==> src/b64lwe_pkg.sv <==
// Shared types, constants and the sextet-to-character function of the line-wrapped base64 encoder.
`default_nettype none

package b64lwe_pkg;

	localparam logic [7:0] LINE_FEED   = 8'h0A;
	localparam logic [7:0] PAD_CHAR    = 8'h3D;
	localparam logic [7:0] WRAP_RESET  = 8'd72;
	localparam logic [2:0] IDX_FIRST   = 3'd0;
	localparam logic [2:0] IDX_NO_LF   = 3'd3;
	localparam logic [2:0] IDX_LF      = 3'd4;
	localparam logic [1:0] PAD_NONE    = 2'd0;
	localparam logic [1:0] PAD_ONE     = 2'd1;
	localparam logic [1:0] PAD_TWO     = 2'd2;

	typedef struct packed {
		logic [7:0] data_byte;
		logic       final_byte;
	} byte_word_t;

	typedef struct packed {
		logic [7:0] out_char;
		logic       last_char;
	} char_word_t;

	// One group of up to three bytes, ready to be turned into characters.
	typedef struct packed {
		logic [7:0] b0;
		logic [7:0] b1;
		logic [7:0] b2;
		logic [1:0] pad_cnt;
		logic       lf;
		logic       last;
	} group_cmd_t;

	typedef struct packed {
		logic       full;
		logic       head_valid;
	} queue_status_t;

	function automatic logic [7:0] sextet_to_char(input logic [5:0] v);
		logic [7:0] r;
		r = 8'h00;
		if (v < 6'd26)
			r = 8'h41 + {2'b00, v};
		else if (v < 6'd52)
			r = 8'h61 + {2'b00, v - 6'd26};
		else if (v < 6'd62)
			r = 8'h30 + {2'b00, v - 6'd52};
		else if (v == 6'd62)
			r = 8'h2B;
		else
			r = 8'h2F;
		return r;
	endfunction

endpackage

`default_nettype wire

==> src/b64lwe_front.sv <==
// Front end: takes bytes, gathers groups of three and tracks the line position.
`default_nettype none

module b64lwe_front
	import b64lwe_pkg::*;
(
	input  wire logic          clk,
	input  wire logic          arst_n,
	input  wire logic          wrap_length_we,
	input  wire logic [7:0]    wrap_length_wdata,
	input  wire logic          byte_valid,
	output logic               byte_ready,
	input  wire byte_word_t    byte_word,
	input  wire queue_status_t q_status,
	output logic               push,
	output group_cmd_t         push_cmd
);

	logic [7:0] wrap_len_q;
	logic [7:0] line_cnt_q;
	logic [1:0] pend_cnt_q;
	logic [7:0] pend0_q;
	logic [7:0] pend1_q;
	logic       accept;
	logic [8:0] lc_plus;
	logic       wrap_hit;
	logic       fin;

	assign byte_ready = !q_status.full;
	assign accept     = byte_valid && byte_ready;
	assign fin        = byte_word.final_byte;
	assign lc_plus    = {1'b0, line_cnt_q} + 9'd4;
	assign wrap_hit   = lc_plus >= {1'b0, wrap_len_q};
	assign push       = accept && ((pend_cnt_q == 2'd2) || fin);

	always_comb begin
		push_cmd.b0      = pend0_q;
		push_cmd.b1      = 8'h00;
		push_cmd.b2      = 8'h00;
		push_cmd.pad_cnt = PAD_NONE;
		push_cmd.last    = fin;
		push_cmd.lf      = 1'b1;
		case (pend_cnt_q)
			2'd0: begin
				push_cmd.b0      = byte_word.data_byte;
				push_cmd.pad_cnt = PAD_TWO;
			end
			2'd1: begin
				push_cmd.b1      = byte_word.data_byte;
				push_cmd.pad_cnt = PAD_ONE;
			end
			default: begin
				push_cmd.b1 = pend1_q;
				push_cmd.b2 = byte_word.data_byte;
				// A full group closes its line on a wrap or at the end of the message.
				push_cmd.lf = wrap_hit || fin;
			end
		endcase
	end

	always_ff @(posedge clk or negedge arst_n) begin
		if (!arst_n) begin
			wrap_len_q <= WRAP_RESET;
		end else if (wrap_length_we) begin
			wrap_len_q <= wrap_length_wdata;
		end
	end

	always_ff @(posedge clk or negedge arst_n) begin
		if (!arst_n) begin
			line_cnt_q <= 8'd0;
			pend_cnt_q <= 2'd0;
		end else if (accept) begin
			if (fin) begin
				line_cnt_q <= 8'd0;
				pend_cnt_q <= 2'd0;
			end else if (pend_cnt_q == 2'd2) begin
				line_cnt_q <= wrap_hit ? 8'd0 : lc_plus[7:0];
				pend_cnt_q <= 2'd0;
			end else begin
				pend_cnt_q <= pend_cnt_q + 2'd1;
			end
		end
	end

	always_ff @(posedge clk) begin
		if (accept && !fin && pend_cnt_q == 2'd0)
			pend0_q <= byte_word.data_byte;
		if (accept && !fin && pend_cnt_q == 2'd1)
			pend1_q <= byte_word.data_byte;
	end

endmodule

`default_nettype wire

==> src/b64lwe_fifo.sv <==
// Two-entry queue of byte groups between the front end and the character stage.
`default_nettype none

module b64lwe_fifo
	import b64lwe_pkg::*;
(
	input  wire logic       clk,
	input  wire logic       arst_n,
	input  wire logic       push,
	input  wire group_cmd_t push_cmd,
	input  wire logic       pop,
	output queue_status_t   status,
	output group_cmd_t      head_cmd
);

	group_cmd_t mem_q [2];
	logic       wr_ptr_q;
	logic       rd_ptr_q;
	logic [1:0] cnt_q;

	assign status.full       = cnt_q == 2'd2;
	assign status.head_valid = cnt_q != 2'd0;
	assign head_cmd          = mem_q[rd_ptr_q];

	always_ff @(posedge clk) begin
		if (push)
			mem_q[wr_ptr_q] <= push_cmd;
	end

	always_ff @(posedge clk or negedge arst_n) begin
		if (!arst_n) begin
			wr_ptr_q <= 1'b0;
			rd_ptr_q <= 1'b0;
			cnt_q    <= 2'd0;
		end else begin
			if (push)
				wr_ptr_q <= !wr_ptr_q;
			if (pop)
				rd_ptr_q <= !rd_ptr_q;
			if (push && !pop)
				cnt_q <= cnt_q + 2'd1;
			else if (pop && !push)
				cnt_q <= cnt_q - 2'd1;
		end
	end

endmodule

`default_nettype wire

==> src/b64lwe_back.sv <==
// Back end: turns one queued group into characters, one word per cycle while the receiver is ready.
`default_nettype none

module b64lwe_back
	import b64lwe_pkg::*;
(
	input  wire logic       clk,
	input  wire logic       arst_n,
	input  wire logic       head_valid,
	input  wire group_cmd_t head_cmd,
	output logic            pop,
	output logic            char_valid,
	input  wire logic       char_ready,
	output char_word_t      char_word
);

	logic [2:0] idx_q;
	logic [2:0] last_idx;
	logic       at_end;
	logic       advance;
	logic [5:0] sextet;
	logic [7:0] next_char;
	char_word_t word_q;
	logic       valid_q;

	assign last_idx   = head_cmd.lf ? IDX_LF : IDX_NO_LF;
	assign at_end     = idx_q == last_idx;
	assign advance    = head_valid && (!valid_q || char_ready);
	assign pop        = advance && at_end;
	assign char_valid = valid_q;
	assign char_word  = word_q;

	always_comb begin
		case (idx_q)
			3'd0:    sextet = head_cmd.b0[7:2];
			3'd1:    sextet = {head_cmd.b0[1:0], head_cmd.b1[7:4]};
			3'd2:    sextet = {head_cmd.b1[3:0], head_cmd.b2[7:6]};
			default: sextet = head_cmd.b2[5:0];
		endcase
		if (idx_q == IDX_LF)
			next_char = LINE_FEED;
		else if ((idx_q == 3'd3 && head_cmd.pad_cnt != PAD_NONE) ||
			(idx_q == 3'd2 && head_cmd.pad_cnt == PAD_TWO))
			next_char = PAD_CHAR;
		else
			next_char = sextet_to_char(sextet);
	end

	always_ff @(posedge clk or negedge arst_n) begin
		if (!arst_n) begin
			idx_q   <= IDX_FIRST;
			valid_q <= 1'b0;
		end else if (advance) begin
			idx_q   <= at_end ? IDX_FIRST : idx_q + 3'd1;
			valid_q <= 1'b1;
		end else if (char_ready) begin
			valid_q <= 1'b0;
		end
	end

	always_ff @(posedge clk) begin
		if (advance) begin
			word_q.out_char  <= next_char;
			word_q.last_char <= head_cmd.last && at_end;
		end
	end

	a_idx_range: assert property (@(posedge clk) disable iff (!arst_n)
		idx_q <= IDX_LF)
		else $error("character index out of range");

	a_idx_needs_group: assert property (@(posedge clk) disable iff (!arst_n)
		idx_q != IDX_FIRST |-> head_valid)
		else $error("group left the queue before all its characters were sent");

	a_stall_holds_idx: assert property (@(posedge clk) disable iff (!arst_n)
		valid_q && !char_ready |=> $stable(idx_q))
		else $error("character index moved while the output word was stalled");

	a_last_is_lf: assert property (@(posedge clk) disable iff (!arst_n)
		valid_q && word_q.last_char |-> word_q.out_char == LINE_FEED)
		else $error("message ended on a character other than a line feed");

endmodule

`default_nettype wire

==> src/base64_line_wrapped_encoder.sv <==
// A byte that completes or ends a group is pushed into the queue as it is accepted; the back end
// then registers the group's characters one at a time into the output word.
// Throughput: one byte per cycle while the two-group queue is not full; the character stage
// sends one word per cycle while the receiver is ready; three bytes give 4 characters, 5 with a line feed.
// Reset clears the line count, held byte count, queue and output valid; wrap length returns to 72.
`default_nettype none

module base64_line_wrapped_encoder
	import b64lwe_pkg::*;
(
	input  wire logic       clk,
	input  wire logic       arst_n,
	input  wire logic       wrap_length_we,
	input  wire logic [7:0] wrap_length_wdata,
	input  wire logic       byte_valid,
	output logic            byte_ready,
	input  wire byte_word_t byte_word,
	output logic            char_valid,
	input  wire logic       char_ready,
	output char_word_t      char_word
);

	queue_status_t q_status;
	logic          push;
	group_cmd_t    push_cmd;
	logic          pop;
	group_cmd_t    head_cmd;

	b64lwe_front u_front (
		.clk               (clk),
		.arst_n            (arst_n),
		.wrap_length_we    (wrap_length_we),
		.wrap_length_wdata (wrap_length_wdata),
		.byte_valid        (byte_valid),
		.byte_ready        (byte_ready),
		.byte_word         (byte_word),
		.q_status          (q_status),
		.push              (push),
		.push_cmd          (push_cmd)
	);

	b64lwe_fifo u_fifo (
		.clk      (clk),
		.arst_n   (arst_n),
		.push     (push),
		.push_cmd (push_cmd),
		.pop      (pop),
		.status   (q_status),
		.head_cmd (head_cmd)
	);

	b64lwe_back u_back (
		.clk        (clk),
		.arst_n     (arst_n),
		.head_valid (q_status.head_valid),
		.head_cmd   (head_cmd),
		.pop        (pop),
		.char_valid (char_valid),
		.char_ready (char_ready),
		.char_word  (char_word)
	);

endmodule

`default_nettype wire

==> config.mk <==
export PLATFORM = sky130hd
export DESIGN_NAME = base64_line_wrapped_encoder
export DESIGN_NICKNAME = d
export VERILOG_FILES = /design/src/b64lwe_pkg.sv /design/src/b64lwe_front.sv /design/src/b64lwe_fifo.sv /design/src/b64lwe_back.sv /design/src/base64_line_wrapped_encoder.sv
export SDC_FILE = /design/constraint.sdc
export NUM_CORES = 1
export LEC_CHECK = 0
export BUFFER_PORTS_ARGS = -buffer_cell sky130_fd_sc_hd__buf_2
export CELL_PAD_IN_SITES_DETAIL_PLACEMENT = 1
export CELL_PAD_IN_SITES_GLOBAL_PLACEMENT = 2
export CORE_ASPECT_RATIO = 1.4
export CORE_MARGIN = 2
export CORE_UTILIZATION = 46
export DETAILED_ROUTE_END_ITERATION = 8
export PLACE_DENSITY_LB_ADDON = 0.1
export RECOVER_POWER = 50
export SYNTH_ARGS = -nofsm -noshare
export SYNTH_HDL_FRONTEND = slang
export SYNTH_SLANG_ARGS = --single-unit
==> constraint.sdc <==
create_clock -name clk -period 6.7 [get_ports clk]
set_input_delay 1.34 -clock clk [delete_from_list [all_inputs] [get_ports clk]]
set_output_delay 1.34 -clock clk [all_outputs]
set_load 0.02 [all_outputs]
# After elaboration in Yosys (flattened, before gate mapping)
# Memories as Yosys holds them, arrays and structs flattened.
# Cells that the tools add are included.
dict set report word_totals {
  regBits 51
  ram_bits 56
  in_bits 22
  out_inout_bits 11
  elab_cells 95
  n_memories 1
}
# name depth width rd rd_ports_with_merged_regs wr line_no
set mem_list {}
lappend mem_list {u_fifo.mem_q 2 28 1 0 1 b64lwe_fifo.sv:16} ;# group_cmd_t mem_q [2];
dict set report classes {
  n_addsub 10
  order_cmp 4
  n_eq_ne 10
  muxes 24
  n_reduce_logical 33
}
# operator n
set op_table {}
lappend op_table {{two-way mux 8 bit} 8}
lappend op_table {{case mux 6 bit (3 select lines)} 1}
lappend op_table {{adder 7 x 6 -> 8 bit (first input constant)} 2}
lappend op_table {{case mux 8 bit (2 select lines)} 1}
lappend op_table {{logical AND 1 bit} 12}
lappend op_table {{< comparator 6 bit (second input constant)} 2}
lappend op_table {{nonzero test 2 bit} 5}
lappend op_table {{adder 8 x 3 -> 9 bit (second input constant)} 1}
lappend op_table {{>= comparator 9 x 8 -> 1 bit} 1}
lappend op_table {{two-way mux 3 bit} 3}
lappend op_table {{two-way mux 2 bit} 4}
lappend op_table {{adder 6 x 6 -> 7 bit (first input constant)} 1}
lappend op_table {{zero test 1 bit} 7}
lappend op_table {{== test 2 bit (second input constant)} 3}
lappend op_table {{== test 3 x 2 -> 1 bit (second input constant)} 2}
lappend op_table {{== test 6 bit (second input constant)} 1}
lappend op_table {{< comparator 6 x 5 -> 1 bit (second input constant)} 1}
lappend op_table {{two-way mux 6 bit} 1}
lappend op_table {{subtractor 6 x 5 -> 6 bit (second input constant)} 1}
lappend op_table {{subtractor 6 bit (second input constant)} 1}
lappend op_table {{two-way mux 1 bit} 5}
lappend op_table {{adder 2 x 1 -> 2 bit (second input constant)} 2}
lappend op_table {{logical OR 1 bit} 4}
lappend op_table {{case mux 2 bit (2 select lines)} 1}
lappend op_table {{10 further kinds} 11}

# Longest topological paths before layout
# Gate-level depths: netlist of the first run.
dict set report depth {
  ltp_word 8
  mapped_depth 16
  ltp_nobuf 14
}

# Hierarchy
# Synthesis of the first run repeated with hierarchy kept, for this count alone.
dict set report unflattened {
  hier_cells 396
  hier_area_um2 5290.1
}
# module n_inst cells_per_inst area_each_um2 seq_area_each_um2
set modules_own_cells {}
lappend modules_own_cells {b64lwe_fifo 1 103 2257.2 1781.7}
lappend modules_own_cells {b64lwe_front 1 152 1690.4 883.3}
lappend modules_own_cells {b64lwe_back 1 141 1342.5 370.4}

# Least setup slack after synthesis of the first run
# No wires, ideal clock.
dict set report synth_timing {
  path_type {input to register}
  startpoint {input port byte_valid}
  endpoint {memory u_fifo.mem_q[0][0] in the netlist's numbering (enable)}
  setup_ns 0.413
  arrival_time_ns 3.123
  required_ns 6.287
  slack_ns 3.164
  cell_stages 4
  path_buffers 1
  cell_sequence {nand2_1 > or2_2 > clkbuf_1 > nor2_1}
}
dict set report synth_via {
  elab_chain_len 4
}
# element line_no
set synth_rtl {}
lappend synth_rtl {{start: declaration} base64_line_wrapped_encoder.sv:15} ;# input wire logic byte_valid,
lappend synth_rtl {{logical AND 1 bit} b64lwe_front.sv:30} ;# assign accept = byte_valid && byte_ready;
lappend synth_rtl {{logical AND 1 bit} b64lwe_front.sv:34} ;# assign push = accept && ((pend_cnt_q == 2'd2) || fin);
lappend synth_rtl {{two-way mux 1 bit} b64lwe_fifo.sv:26} ;# if (push)
lappend synth_rtl {{two-way mux 1 bit (not written as such)} b64lwe_fifo.sv:27} ;# mem_q[wr_ptr_q] <= push_cmd;
lappend synth_rtl {{end: declaration} b64lwe_fifo.sv:16}
# No other way between the ends.

# Worst setup path after layout of the first run
dict set report layout_timing {
  startpoint {register u_fifo.rd_ptr_q}
  endpoint {register u_back.word_q, in the netlist u_back.char_word[5] (data pin)}
}
dict set report layout_via {
  elab_chain_len 8
  word_cells_on_any_way 19
  cone_classes {add/sub: 5; order compare: 3; eq/ne: 1; mux: 5; reduce/logical: 4; memory: 1}
}
# element line_no
set layout_rtl {}
lappend layout_rtl {{start: declaration} b64lwe_fifo.sv:18} ;# logic rd_ptr_q;
lappend layout_rtl {{start signal: assignment} b64lwe_fifo.sv:39} ;# rd_ptr_q <= !rd_ptr_q;
lappend layout_rtl {{memory read (2 x 28 bit) (*)} --}
lappend layout_rtl {{case mux 6 bit (3 select lines)} b64lwe_back.sv:34} ;# case (idx_q)
lappend layout_rtl {{subtractor 6 bit} b64lwe_pkg.sv:49} ;# r = 8'h30 + {2'b00, v - 6'd52};
lappend layout_rtl {{adder 6 x 6 -> 7 bit} b64lwe_pkg.sv:49}
lappend layout_rtl {{two-way mux 8 bit} b64lwe_pkg.sv:48} ;# else if (v < 6'd62)
lappend layout_rtl {{two-way mux 8 bit} b64lwe_pkg.sv:46} ;# else if (v < 6'd52)
lappend layout_rtl {{two-way mux 8 bit} b64lwe_pkg.sv:44} ;# if (v < 6'd26)
lappend layout_rtl {{two-way mux 6 bit (*)} b64lwe_back.sv:42} ;# else if ((idx_q == 3'd3 && head_cmd.pad_cnt != PAD_NONE) ||
lappend layout_rtl {{end: declaration} b64lwe_back.sv:23} ;# char_word_t word_q;
# Mark *: on every way between the ends. The rest lies on a longest branch, timed or not.
# A chain may end at the register's enable or synchronous reset.

==> results.txt, run 1 <==
Run status: complete, but fails checks
Violations in the final reports: max-capacitance violations, max-slew violations
Count of cells resized by post-cts repair: 0
Number of warning messages in the yosys log: 0
Pin count of the biggest net entering global routing: 29
Worst Hold Margin: 0.510 ns
Sw Ratio: 41.1%
Dominant combinational cell family by area after synthesis: compound AO/OA/AOI/OAI gates
HP Class: reg -> reg
Clock tree from TritonCTS: built
Type of element capturing the critical path: flop
Final clock period utilization by the worst path: 65.7%
Antenna viol nets, final: 0
Flop and latch count out of synthesis: 105
Cell row count: 45
Required time of the worst setup path: 6.89 ns
Net count, final: 473
Total nets after synthesis: 436
Max-capacitance violation count: 1
Arr. time, crit path: 4.58 ns
Aggregate global-route resource usage: 20.2%
Number of search-and-repair iterations in the first detailed-routing pass: 5
DRC violations left: 0
Clock Power Share: 16.8%
Fillcell total: 1150
Critical path launch point type: flop
Pre-CTS setup slack: 3.07 ns
Kind of critical path: reg -> reg
Synthesized area per cell: 13.0 sq um
Post-DR vias/cell: 5.53
Core region area: 10800 sq um
Number of enable flip-flop cells after synthesis: 81
Count of input and output buffers: 32
X dimension of the die: 93.0 microns
Async S/R FF share, synth: 22.9%
Unique masters post-synth: 60
Antenna violations before repair: 0
Max-slew headroom at the worst pin: -20.7%
Total Neg Setup Slack: 0 ns
Power per unit of standard cell area: 550 nW/um^2
Number of instances in the synthesized netlist: 392
Area used by multi-input combinational logic: 1900 sq um
Max Buffers Root-to-Sink: 2
Combined flip-flop and latch cell area: 3040 sq um
Endpoint of the worst hold path: u_front.wrap_len_q[1]
Standard cell area after detailed placement: 5390 sq um
Final critical-path setup slack: 2.30 ns
Height of the die: 129 microns
Standby leakage power: 2.15 nW
Total via count after detailed routing: 3178
Share of synthesized area spent on multiplexers: 7.49%
I/O pin count: 33
Xor/xnor share of the synthesized area: 2.75%
Global-route wire length before repair: 18.1 mm
CTS H-Tree Depth: 3
Simple-Gate Fraction of Synth Area: 9.48%
Post-cts hold buffer count: 0
Transition time of the tightest slew-check pin: 1.81 ns
Netlist area before placement: 5100 sq um
Flop pwr share: 32.5%
Synth Area in Compound Gates: 12.0%
Hold path depth: 1
Startpoint of the worst hold path: u_front.wrap_len_q[1]
Routability congestion estimate: 0.851
Post-CTS clock slew at the launch and capture registers of the worst setup and hold paths: 0.07 ns
Total wire length: 11.2 mm
TritonCTS sink count: 105
Reg-to-Reg End: u_back.char_word[5]
Maximum VDD drop: 197 uV
Min Tclk post-route: 4.40 ns
Design area: 5660 sq um
Number of setup violations in the final report: 0
Max-slew violation count: 28
Vias in the first global route: 3399
Gate power share: 50.7%
Post-route clock skew: 0.00467 ns
Detailed placement HPWL: 7.98 mm
Clock latency at the later pin of the worst-skew pair: 0.34 ns
Layout cell share with drive strength beyond 1: 17.7%
Biggest fanout along the worst timing path: 27
Die ar.: 11900 sq um
Most used DFF post-synth: sky130_fd_sc_hd__edfxtp_1
Arithmetic-cell share of the synthesized area counting full adders, half adders and majority gates: 5.40%
Maximum achievable frequency: 0.227 GHz
Area growth from synthesis to layout: 11.1%
R2r setup slk: 2.30 ns
Most common cell after layout, fill and taps aside: sky130_fd_sc_hd__edfxtp_1
Cell at the root of the clock tree: sky130_fd_sc_hd__clkbuf_16
Power dissipated by switching net loads: 0.00128 W
Final count of hold timing violations: 0
Starting Density: 47.1%
TritonCTS Buffers: 9
Depth of the worst register-to-register path: 12
Internal portion of total power: 0.00183 W
Violation count after the first detailed-route iteration: 118
Unrepaired setup endpoints after global routing: no
Count of inserted antenna diode cells: 0
Final global-route overflow total: 0
Reg-to-reg critical path startpoint: u_fifo.rd_ptr_q
Commonest cells after routing, fill and taps aside: 81 x sky130_fd_sc_hd__edfxtp_1, 29 x sky130_fd_sc_hd__nand2_1, 22 x sky130_fd_sc_hd__inv_1, 22 x sky130_fd_sc_hd__ha_1, 22 x sky130_fd_sc_hd__dfrtp_1
Proportion of synthesized chip area in sequential cells: 59.6%
Post-CTS setup buffer count: 0
Drt wl/cell: 19.4 microns
worst max-delay path, stage by stage, from the launching register on:
cell and delay [ns]:
sky130_fd_sc_hd__dfrtp_1 0.32, sky130_fd_sc_hd__clkbuf_1 1.29, sky130_fd_sc_hd__mux2_2 0.45, sky130_fd_sc_hd__a211o_2 0.40
sky130_fd_sc_hd__inv_1 0.10, sky130_fd_sc_hd__ha_1 0.14, sky130_fd_sc_hd__inv_1 0.06, sky130_fd_sc_hd__a31oi_4 0.19
sky130_fd_sc_hd__a21oi_1 0.09, sky130_fd_sc_hd__o21a_1 0.30, sky130_fd_sc_hd__or2_1 0.29, sky130_fd_sc_hd__or3b_1 0.36
sky130_fd_sc_hd__a41oi_1 0.21
metrics by stage:
step                      power (W)  utilization [%]  cells
after floorplan             0.00221                -    392
after global placement      0.00257             49.9    559
after detailed placement    0.00261             49.9    559
after CTS                   0.00315             52.6    575
after global routing        0.00335             52.4    575
final                       0.00312             52.4    575
routing by layer:
layer  up-vias  track usage (%)  routed length [microns]
met5         -                0                        0
met4         0             8.48                      287
met3        17             3.86                      345
met2        63             35.3                     5890
met1      1566             24.3                     4640
li1       1532                -                        -
Yosys cell counts, types with 2 or more instances:
cell type | number | area, sq um
sky130_fd_sc_hd__a211o_2 | 3 | 30.0
sky130_fd_sc_hd__a21o_1 | 2 | 15.0
sky130_fd_sc_hd__a21oi_1 | 11 | 55.1
sky130_fd_sc_hd__a222oi_1 | 2 | 20.0
sky130_fd_sc_hd__a22o_1 | 9 | 78.8
sky130_fd_sc_hd__and2_1 | 9 | 56.3
sky130_fd_sc_hd__buf_4 | 2 | 15.0
sky130_fd_sc_hd__buf_6 | 3 | 33.8
sky130_fd_sc_hd__clkbuf_1 | 4 | 15.0
sky130_fd_sc_hd__dfrtp_1 | 22 | 551
sky130_fd_sc_hd__dfstp_2 | 2 | 52.6
sky130_fd_sc_hd__edfxtp_1 | 81 | 2430
sky130_fd_sc_hd__ha_1 | 22 | 275
sky130_fd_sc_hd__inv_1 | 22 | 82.6
sky130_fd_sc_hd__mux2_2 | 17 | 191
sky130_fd_sc_hd__mux2i_1 | 19 | 190
sky130_fd_sc_hd__nand2_1 | 29 | 109
sky130_fd_sc_hd__nand2b_1 | 6 | 37.5
sky130_fd_sc_hd__nand3_1 | 10 | 50.1
sky130_fd_sc_hd__nor2_1 | 23 | 86.3
sky130_fd_sc_hd__nor2b_1 | 2 | 12.5
sky130_fd_sc_hd__nor3_1 | 4 | 20.0
sky130_fd_sc_hd__nor3_2 | 2 | 20.0
sky130_fd_sc_hd__nor4_1 | 3 | 18.8
sky130_fd_sc_hd__o21a_1 | 6 | 45.0
sky130_fd_sc_hd__o21ai_0 | 21 | 105
sky130_fd_sc_hd__o22ai_1 | 6 | 37.5
sky130_fd_sc_hd__o31a_2 | 2 | 20.0
sky130_fd_sc_hd__o41ai_1 | 2 | 17.5
sky130_fd_sc_hd__or2b_2 | 2 | 17.5
sky130_fd_sc_hd__xnor2_1 | 9 | 78.8
sky130_fd_sc_hd__xor2_1 | 7 | 61.3
cell families after synthesis:
family / count (synthesis)
adder cells (fa/ha/maj): 22
multiplexers: 36
XOR/XNOR: 16
AO/OA/AOI/OAI: 81
flip-flops: 105
AND/OR/NAND/NOR: 98
buffers and inverters: 34
power by group through the flow:
stage,clock network [W],logic (W),registers [W]
floorplan,0,0.00117,0.00104
global placement,0,0.00155,0.00102
detailed placement,0,0.00159,0.00103
CTS,0.000540,0.00160,0.00101
global route,0.000561,0.00176,0.00103
finish,0.000525,0.00158,0.00101
area by class of cell:
class	count	area share [%]
sequential	105	53.6
multi-input combinational	253	33.5
clock buffer	11	4.11
tap	141	3.11
timing repair buffer	37	3.05
inverter	23	1.52
clock inverter	5	1.13
registers in the layout, indices dropped and copies added (netlist names):
signal,flops
u_front.pend1_q,8
u_fifo.rd_ptr_q,1
u_front.wrap_len_q,8
u_front.pend0_q,8
u_back.char_word,9
u_fifo.cnt_q,2
u_front.pend_cnt_q,2
u_back.idx_q,3
u_back.char_valid,1
u_fifo.wr_ptr_q,1
u_fifo.mem_q,56
u_front.line_cnt_q,6
how the worst max path moves through the flow:
stage	start	end	slack, ns	depth (start not counted)
global route	u_fifo.rd_ptr_q	u_back.char_word[5]	1.95	13
detailed placement	u_back.idx_q[0]	u_back.char_word[5]	3.07	14
CTS	u_back.idx_q[0]	u_back.char_word[5]	3.04	14
finish	u_fifo.rd_ptr_q	u_back.char_word[5]	2.30	12
global placement	u_back.idx_q[0]	u_back.char_word[5]	3.21	14
floorplan	byte_valid	u_fifo.mem_q[0][0]	3.16	4
(Power assumes the default switching activity.)
==> inputs of run 2 (changes only) <==
--- a/config.mk
+++ b/config.mk
@@ -5,12 +5,13 @@
 export SDC_FILE = /design/constraint.sdc
 export NUM_CORES = 1
 export LEC_CHECK = 0
+export ABC_AREA = 1
 export BUFFER_PORTS_ARGS = -buffer_cell sky130_fd_sc_hd__buf_2
 export CELL_PAD_IN_SITES_DETAIL_PLACEMENT = 1
 export CELL_PAD_IN_SITES_GLOBAL_PLACEMENT = 2
 export CORE_ASPECT_RATIO = 1.4
 export CORE_MARGIN = 2
-export CORE_UTILIZATION = 46
+export CORE_UTILIZATION = 39
 export DETAILED_ROUTE_END_ITERATION = 8
 export PLACE_DENSITY_LB_ADDON = 0.1
 export RECOVER_POWER = 50
==> constraint.sdc (replaced) <==
create_clock -name clk -period 4.4 [get_ports clk]
set_input_delay 0.88 -clock clk [delete_from_list [all_inputs] [get_ports clk]]
set_output_delay 0.88 -clock clk [all_outputs]
set_load 0.02 [all_outputs]
==> results.txt, run 2 <==
Drt wl/cell: 15.3 microns (-21%)
Count of cells resized by post-cts repair: 0 (unchanged)
Most used DFF post-synth: sky130_fd_sc_hd__edfxtp_1
X dimension of the die: 103 microns (+10%)
Total wire length: 11.9 mm (+6.7%)
Startpoint of the worst hold path: u_fifo.cnt_q[0]
Maximum achievable frequency: 0.297 GHz (+31%)
Critical path launch point type: flop
Layout cell share with drive strength beyond 1: 10.6% (-7.1 points)
Cell at the root of the clock tree: sky130_fd_sc_hd__clkbuf_16
Endpoint of the worst hold path: u_fifo.cnt_q[0]
Top-area cell type share of the netlist area: 45.8% (-1.9 points)
Arr. time, crit path: 3.47 ns (-1.11 ns)
Area used by multi-input combinational logic: 1890 sq um (-0.46%)
Final global-route overflow total: 0 (unchanged)
Netlist area before placement: 5310 sq um (+4.2%)
Most common cell after layout, fill and taps aside: sky130_fd_sc_hd__nand2_1
Global-route wire length before repair: 20.0 mm (+11%)
HP Class: reg -> reg
Most common cell in the netlist: sky130_fd_sc_hd__nand2_1
Aggregate global-route resource usage: 17.9% (-2.3 points)
Die ar.: 14600 sq um (+22%)
Unrepaired setup endpoints after global routing: no
Clock tree from TritonCTS: built
Transition time of the tightest slew-check pin: 1.34 ns (-0.468 ns)
TritonCTS Buffers: 9 (unchanged)
Commonest cells after routing, fill and taps aside: 158 x sky130_fd_sc_hd__nand2_1, 81 x sky130_fd_sc_hd__edfxtp_1, 76 x sky130_fd_sc_hd__inv_1
Final clock period utilization by the worst path: 76.6% (+11 points)
Post-route clock skew: 0.00850 ns (+0.00383 ns)
Proportion of synthesized chip area in sequential cells: 57.2% (-2.4 points)
Synthesized area per cell: 9.62 sq um (-26%)
Depth of the worst register-to-register path: 14 (+2)
Async S/R FF share, synth: 22.9% (unchanged)
Routability congestion estimate: 0.869 (+2.1%)
Net count, final: 633 (+34%)
Number of warning messages in the yosys log: 0 (unchanged)
Total nets after synthesis: 596 (+37%)
I/O pin count: 33 (unchanged)
DRC violations left: 0 (unchanged)
Violation count after the first detailed-route iteration: 94 (-20%)
Min Tclk post-route: 3.37 ns (-1.03 ns)
Detailed placement HPWL: 9.21 mm (+15%)
Ranking of synthesized cells by area: sky130_fd_sc_hd__edfxtp_1 46%, sky130_fd_sc_hd__nand2_1 11%, sky130_fd_sc_hd__dfrtp_1 10%
Total via count after detailed routing: 3748 (+18%)
Core region area: 13300 sq um (+23%)
Required time of the worst setup path: 4.50 ns (-2.39 ns)
Post-DR vias/cell: 4.83 (-13%)
Max Buffers Root-to-Sink: 2 (unchanged)
Max-slew headroom at the worst pin: 10.5% (+31 points)
Max-slew violation count: 0 (-100%)
Kind of critical path: reg -> reg
Most area-hungry cell type in the Yosys netlist: sky130_fd_sc_hd__edfxtp_1
Flip-flop count of the largest register, all copies and words added: 56 (unchanged)
Number of setup violations in the final report: 0 (unchanged)
Combined flip-flop and latch cell area: 3040 sq um (unchanged)
Final count of hold timing violations: 0 (unchanged)
Flop and latch count out of synthesis: 105 (unchanged)
Antenna viol nets, final: 0 (unchanged)
Reg-to-Reg End: u_back.char_word[6]
Pre-CTS setup slack: 1.38 ns (-1.69 ns)
Total Neg Setup Slack: 0 ns (unchanged)
Pin count of the biggest net entering global routing: 31 (+6.9%)
Post-synth top cells: 158 x sky130_fd_sc_hd__nand2_1, 81 x sky130_fd_sc_hd__edfxtp_1, 76 x sky130_fd_sc_hd__inv_1, 38 x sky130_fd_sc_hd__o21ai_0, 30 x sky130_fd_sc_hd__nor2_1
Vias in the first global route: 3887 (+14%)
Clock latency at the later pin of the worst-skew pair: 0.34 ns (about the same)
Count of inserted antenna diode cells: 0 (unchanged)
TritonCTS sink count: 105 (unchanged)
Largest Register: u_fifo.mem_q
Worst Hold Margin: 0.491 ns (-0.0185 ns)
Max-capacitance violation count: 0 (-1)
CTS H-Tree Depth: 3 (unchanged)
Antenna violations before repair: 0 (unchanged)
Hold path depth: 1 (unchanged)
Type of element capturing the critical path: flop
Number of enable flip-flop cells after synthesis: 81 (unchanged)
Area growth from synthesis to layout: 12.1%
Post-CTS setup buffer count: 0 (unchanged)
R2r setup slk: 1.03 ns (-1.27 ns)
Unique masters post-synth: 40 (-33%)
Count of input and output buffers: 32 (unchanged)
Height of the die: 142 microns (+11%)
Number of search-and-repair iterations in the first detailed-routing pass: 4 (-1)
Post-CTS clock slew at the launch and capture registers of the worst setup and hold paths: 0.07 ns (about the same)
Run status: completed
Utilization after layout: 44.7% (-7.7 points)
Post-cts hold buffer count: 0 (unchanged)
Number of instances in the synthesized netlist: 552 (+41%)
Fillcell total: 1559 (+36%)
Final critical-path setup slack: 1.03 ns (-1.27 ns)
Starting Density: 39.8% (-7.3 points)
Biggest fanout along the worst timing path: 30 (+11%)
Reg-to-reg critical path startpoint: u_fifo.rd_ptr_q
Cell row count: 50 (+11%)
-- run 2: per-layer routing --
layer  GRT usage, %  part of all wire (%)  routed length, microns  up-vias
li1               -                     -                       -     1875
met1           21.2                    41                    4930     1813
met2           32.5                    55                    6490       45
met3           2.85                   2.0                     244       15
met4           5.40                   2.0                     236        0
met5              0                     0                       0        -
-- run 2: final cells by class --
| cell class | instances | share of cell area (%) |
|---|---|---|
| timing repair buffer | 37 | 2.69 |
| sequential | 105 | 51.0 |
| clock inverter | 7 | 1.70 |
| inverter | 83 | 5.28 |
| clock buffer | 9 | 3.78 |
| multi-input combinational | 353 | 31.7 |
| tap | 182 | 3.83 |
-- run 2: through the flow --
stage          cell area [sq um]  std cells
2_1_floorplan               5310        552
3_3_place_gp                5660        760
3_5_place_dp                5660        760
4_1_cts                     5990        776
5_1_grt                     5950        776
6_report                    5950        776
-- run 2: logic make-up (layout without fill, tap and decap cells) --
kind of cell	after synthesis	in the layout	synth area share, %
flip-flops	105	105	57.2
AO/OA/AOI/OAI	70	70	7.33
AND/OR/NAND/NOR	248	248	20.8
adder cells (fa/ha/maj)	22	22	5.18
multiplexers	1	1	0.189
buffers and inverters	94	136	7.35
XOR/XNOR	12	12	1.98
-- run 2: worst max-delay path by stage --
stage | startpoint | to | slack [ns]
after global placement | u_back.idx_q[1] | u_back.char_word[5] | 1.44
final | u_fifo.rd_ptr_q | u_back.char_word[6] | 1.03
after detailed placement | u_back.idx_q[1] | u_back.char_word[6] | 1.38
after global routing | u_fifo.rd_ptr_q | u_back.char_word[5] | 0.53
after CTS | u_back.idx_q[1] | u_back.char_word[6] | 1.35
after floorplan | byte_valid | u_fifo.mem_q[1][0] | 1.50
-- run 2: critical path: stages, from the launching register on --
cell and delay (ns):
sky130_fd_sc_hd__dfrtp_1 0.36, sky130_fd_sc_hd__clkbuf_1 0.98, sky130_fd_sc_hd__nor2_1 0.12, sky130_fd_sc_hd__o21ai_1 0.26, sky130_fd_sc_hd__o21a_1 0.30, sky130_fd_sc_hd__inv_1 0.12
sky130_fd_sc_hd__ha_1 0.21, sky130_fd_sc_hd__nand2_1 0.07, sky130_fd_sc_hd__nand2_1 0.08, sky130_fd_sc_hd__nor2_1 0.19, sky130_fd_sc_hd__nand3_1 0.10, sky130_fd_sc_hd__nand2_1 0.10
sky130_fd_sc_hd__nand3_1 0.08, sky130_fd_sc_hd__nand2_1 0.07, sky130_fd_sc_hd__a21oi_1 0.06
Power of run 2 is not shown: default switching activity piles up to over one toggle a cycle in this logic, so the estimate is an artifact.
==> inputs of run 3 (changes only) <==
--- a/config.mk
+++ b/config.mk
@@ -5,13 +5,13 @@
 export SDC_FILE = /design/constraint.sdc
 export NUM_CORES = 1
 export LEC_CHECK = 0
-export ABC_AREA = 1
+export ABC_AREA = 0
 export BUFFER_PORTS_ARGS = -buffer_cell sky130_fd_sc_hd__buf_2
 export CELL_PAD_IN_SITES_DETAIL_PLACEMENT = 1
 export CELL_PAD_IN_SITES_GLOBAL_PLACEMENT = 2
 export CORE_ASPECT_RATIO = 1.4
 export CORE_MARGIN = 2
-export CORE_UTILIZATION = 39
+export CORE_UTILIZATION = 42
 export DETAILED_ROUTE_END_ITERATION = 8
 export PLACE_DENSITY_LB_ADDON = 0.1
 export RECOVER_POWER = 50
==> constraint.sdc (replaced) <==
create_clock -name clk -period 3.3 [get_ports clk]
set_input_delay 0.66 -clock clk [delete_from_list [all_inputs] [get_ports clk]]
set_output_delay 0.66 -clock clk [all_outputs]
set_load 0.02 [all_outputs]
==> results.txt, run 3 (same netlist as run 1, synthesis figures left out) <==
Run status: completed
Critical-path top delay cell: sky130_fd_sc_hd__dfrtp_2
Layer carrying the most global-route usage: met2
I/O pin count: 33 (unchanged)
Global Route met1 Usage: 21.2% (about the same)
TritonCTS sink count: 105 (unchanged)
Kind of critical path: reg -> reg
CTS H-Tree Depth: 3 (unchanged)
Cells along the critical path: inv_4 -> ha_4 -> nor3_2 -> or2_4 -> a211o_2 -> ha_1 -> inv_1 -> a31oi_4 -> or3_4 -> a2111oi_4 -> a31o_2 -> mux2i_1 -> a22o_1
Global-route wire length before repair: 18.5 mm (-7.4%)
Post-cts hold buffer count: 0 (unchanged)
TritonCTS Buffers: 9 (unchanged)
Commonest cells after routing, fill and taps aside: 81 x sky130_fd_sc_hd__edfxtp_1, 29 x sky130_fd_sc_hd__nand2_1, 25 x sky130_fd_sc_hd__clkbuf_1
Worst Hold Margin: 0.511 ns (+0.0200 ns)
Die ar.: 13000 sq um (-11%)
Flip-flop count of the largest register, all copies and words added: 56 (unchanged)
HP Class: reg -> reg
Max Buffers Root-to-Sink: 2 (unchanged)
Vias in the first global route: 3534 (-9.1%)
Cell type group with the largest total delay on the critical path: compound AO/OA/AOI/OAI gates
Count of inserted antenna diode cells: 0 (unchanged)
Transition time of the tightest slew-check pin: 1.40 ns (+0.0580 ns)
Min Tclk post-route: 3.15 ns (-0.216 ns)
Maximum achievable frequency: 0.317 GHz (+6.9%)
Number of placed instances, taps included: 585 (-23%)
Number of search-and-repair iterations in the first detailed-routing pass: 4 (unchanged)
Final clock period utilization by the worst path: 95.5% (+19 points)
Antenna viol nets, final: 0 (unchanged)
Arr. time, crit path: 3.25 ns (-0.22 ns)
Total wire length: 11.4 mm (-4.7%)
Cell row count: 47 (-6.0%)
Core region area: 11800 sq um (-11%)
Max-capacitance violation count: 0 (unchanged)
Power per unit of standard cell area: 1150 nW/um^2
Biggest fanout along the worst timing path: 5 (-83%)
Standby leakage power: 2.25 nW
Height of the die: 134 microns (-5.4%)
Post-CTS clock slew at the launch and capture registers of the worst setup and hold paths: 0.07 ns (about the same)
Max-slew headroom at the worst pin: 6.63% (-3.9 points)
Most common cell after layout, fill and taps aside: sky130_fd_sc_hd__edfxtp_1
Detailed placement HPWL: 8.45 mm (-8.3%)
Total buffers and inverters traversed by the critical path: 2 (unchanged)
Clock latency at the later pin of the worst-skew pair: 0.34 ns (about the same)
Layout cell share with drive strength beyond 1: 22.7% (+12 points)
GR Layer Usage met3: 3.07% (+0.23 points)
Drt wl/cell: 18.7 microns (+22%)
Final count of hold timing violations: 0 (unchanged)
Area growth from synthesis to layout: 16.5%
Final standard cell count with taps included and fillers excluded: 606 (-22%)
Total Neg Setup Slack: 0 ns (unchanged)
X dimension of the die: 97.1 microns (-5.4%)
Largest stage delay on the critical path: 0.46 ns (-0.52 ns)
Antenna violations before repair: 0 (unchanged)
Final global-route overflow total: 0 (unchanged)
Maximum VDD drop: 377 uV
Utilization after layout: 50.2% (+5.6 points)
Count of input and output buffers: 32 (unchanged)
Type of element capturing the critical path: flop
DRC violations left: 0 (unchanged)
Cell at the root of the clock tree: sky130_fd_sc_hd__clkbuf_16
Max-slew violation count: 0 (unchanged)
Clock tree from TritonCTS: built
Met2 GRT Util: 33.3% (+0.79 points)
Starting Density: 43.1% (+3.3 points)
Standard cell area after detailed placement: 5560 sq um (-1.8%)
Total via count after detailed routing: 3282 (-12%)
Aggregate global-route resource usage: 18.3% (+0.40 points)
Routability congestion estimate: 0.815 (-6.2%)
Critical path launch point type: flop
Post-DR vias/cell: 5.42 (+12%)
Required time of the worst setup path: 3.40 ns (-1.10 ns)
Post-route clock skew: 0.00727 ns (-0.00124 ns)
Pin count of the biggest net entering global routing: 29 (-6.5%)
Violation count after the first detailed-route iteration: 90 (-4.3%)
Design area: 5940 sq um (-0.21%)
Net count, final: 498 (-21%)
Largest Register: u_fifo.mem_q
Number of setup violations in the final report: 0 (unchanged)
[run 3: changes by cell type in the layout (fill, tap and decap cells not counted), sizes merged, moves of 17 or more]
cell	delta
buf	+24
inv	-59
mux2	+17
mux2i	+18
nand2	-135
nor2	-17
o21ai	-28
[run 3: area by class of cell]
| type | count | area, sq um |
|---|---|---|
| clock buffers | 9 | 225 |
| clock inverters | 7 | 51.3 |
| fillers | 1220 | 5880 |
| inverters | 23 | 91.3 |
| multi-input cells | 253 | 1980 |
| flip-flops and latches | 105 | 3040 |
| well taps | 147 | 184 |
| repair buffers | 62 | 369 |
[run 3: per-layer routing]
metal / wire length [microns] / vias to the layer above
li1: - / 1579
met3: 253 / 20
met2: 6110 / 42
met5: 0 / -
met1: 4700 / 1641
met4: 290 / 0
[run 3: final timing paths]
kind | start | slack (ns) | depth (start not counted) | to
max in group asynchronous | arst_n | 1.75 | 1 | u_back.idx_q[1]
worst max-delay path | u_back.idx_q[0] | 0.15 | 13 | u_back.char_word[6]
min in group asynchronous | arst_n | 0.62 | 1 | u_fifo.cnt_q[1]
worst min-delay path | u_front.wrap_len_q[0] | 0.51 | 1 | u_front.wrap_len_q[0]
worst max register to register | u_back.idx_q[0] | 0.15 | 13 | u_back.char_word[6]
worst min register to register | u_front.wrap_len_q[0] | 0.51 | 1 | u_front.wrap_len_q[0]
[run 3: per-stage QoR]
step | power, W | setup slack [ns]
6_report | 0.00684 | 0.148
3_3_place_gp | 0.00558 | 0.0110
5_1_grt | 0.00734 | -0.00388
4_1_cts | 0.00674 | 0.0155
3_5_place_dp | 0.00570 | -0.0809
2_1_floorplan | 0.00448 | 0.0342
[run 3: power by group]
group          leakage [nW]  internal (W)  switching [W]  total, W
Clock                 0.134      0.000517       0.000480  0.000997
Sequential             1.04       0.00190       0.000177   0.00208
Combinational          1.07       0.00164        0.00213   0.00376
Total                  2.25       0.00406        0.00278   0.00684
[run 3: repair_timing]
action                                  4_1_cts  5_1_grt
gates cloned                                  0        0
buffers inserted                              0        5
resized for setup                             5       16
pin swaps                                     0        1
endpoints found under the setup margin        3        6
[run 3: worst reg2reg max path: stages (launching register included)]
cell	delay [ns]
sky130_fd_sc_hd__dfrtp_2	0.46
sky130_fd_sc_hd__inv_4	0.10
sky130_fd_sc_hd__ha_4	0.16
sky130_fd_sc_hd__nor3_2	0.06
sky130_fd_sc_hd__or2_4	0.24
sky130_fd_sc_hd__a211o_2	0.38
sky130_fd_sc_hd__ha_1	0.21
sky130_fd_sc_hd__inv_1	0.09
sky130_fd_sc_hd__a31oi_4	0.06
sky130_fd_sc_hd__or3_4	0.36
sky130_fd_sc_hd__a2111oi_4	0.35
sky130_fd_sc_hd__a31o_2	0.17
sky130_fd_sc_hd__mux2i_1	0.07
sky130_fd_sc_hd__a22o_1	0.20
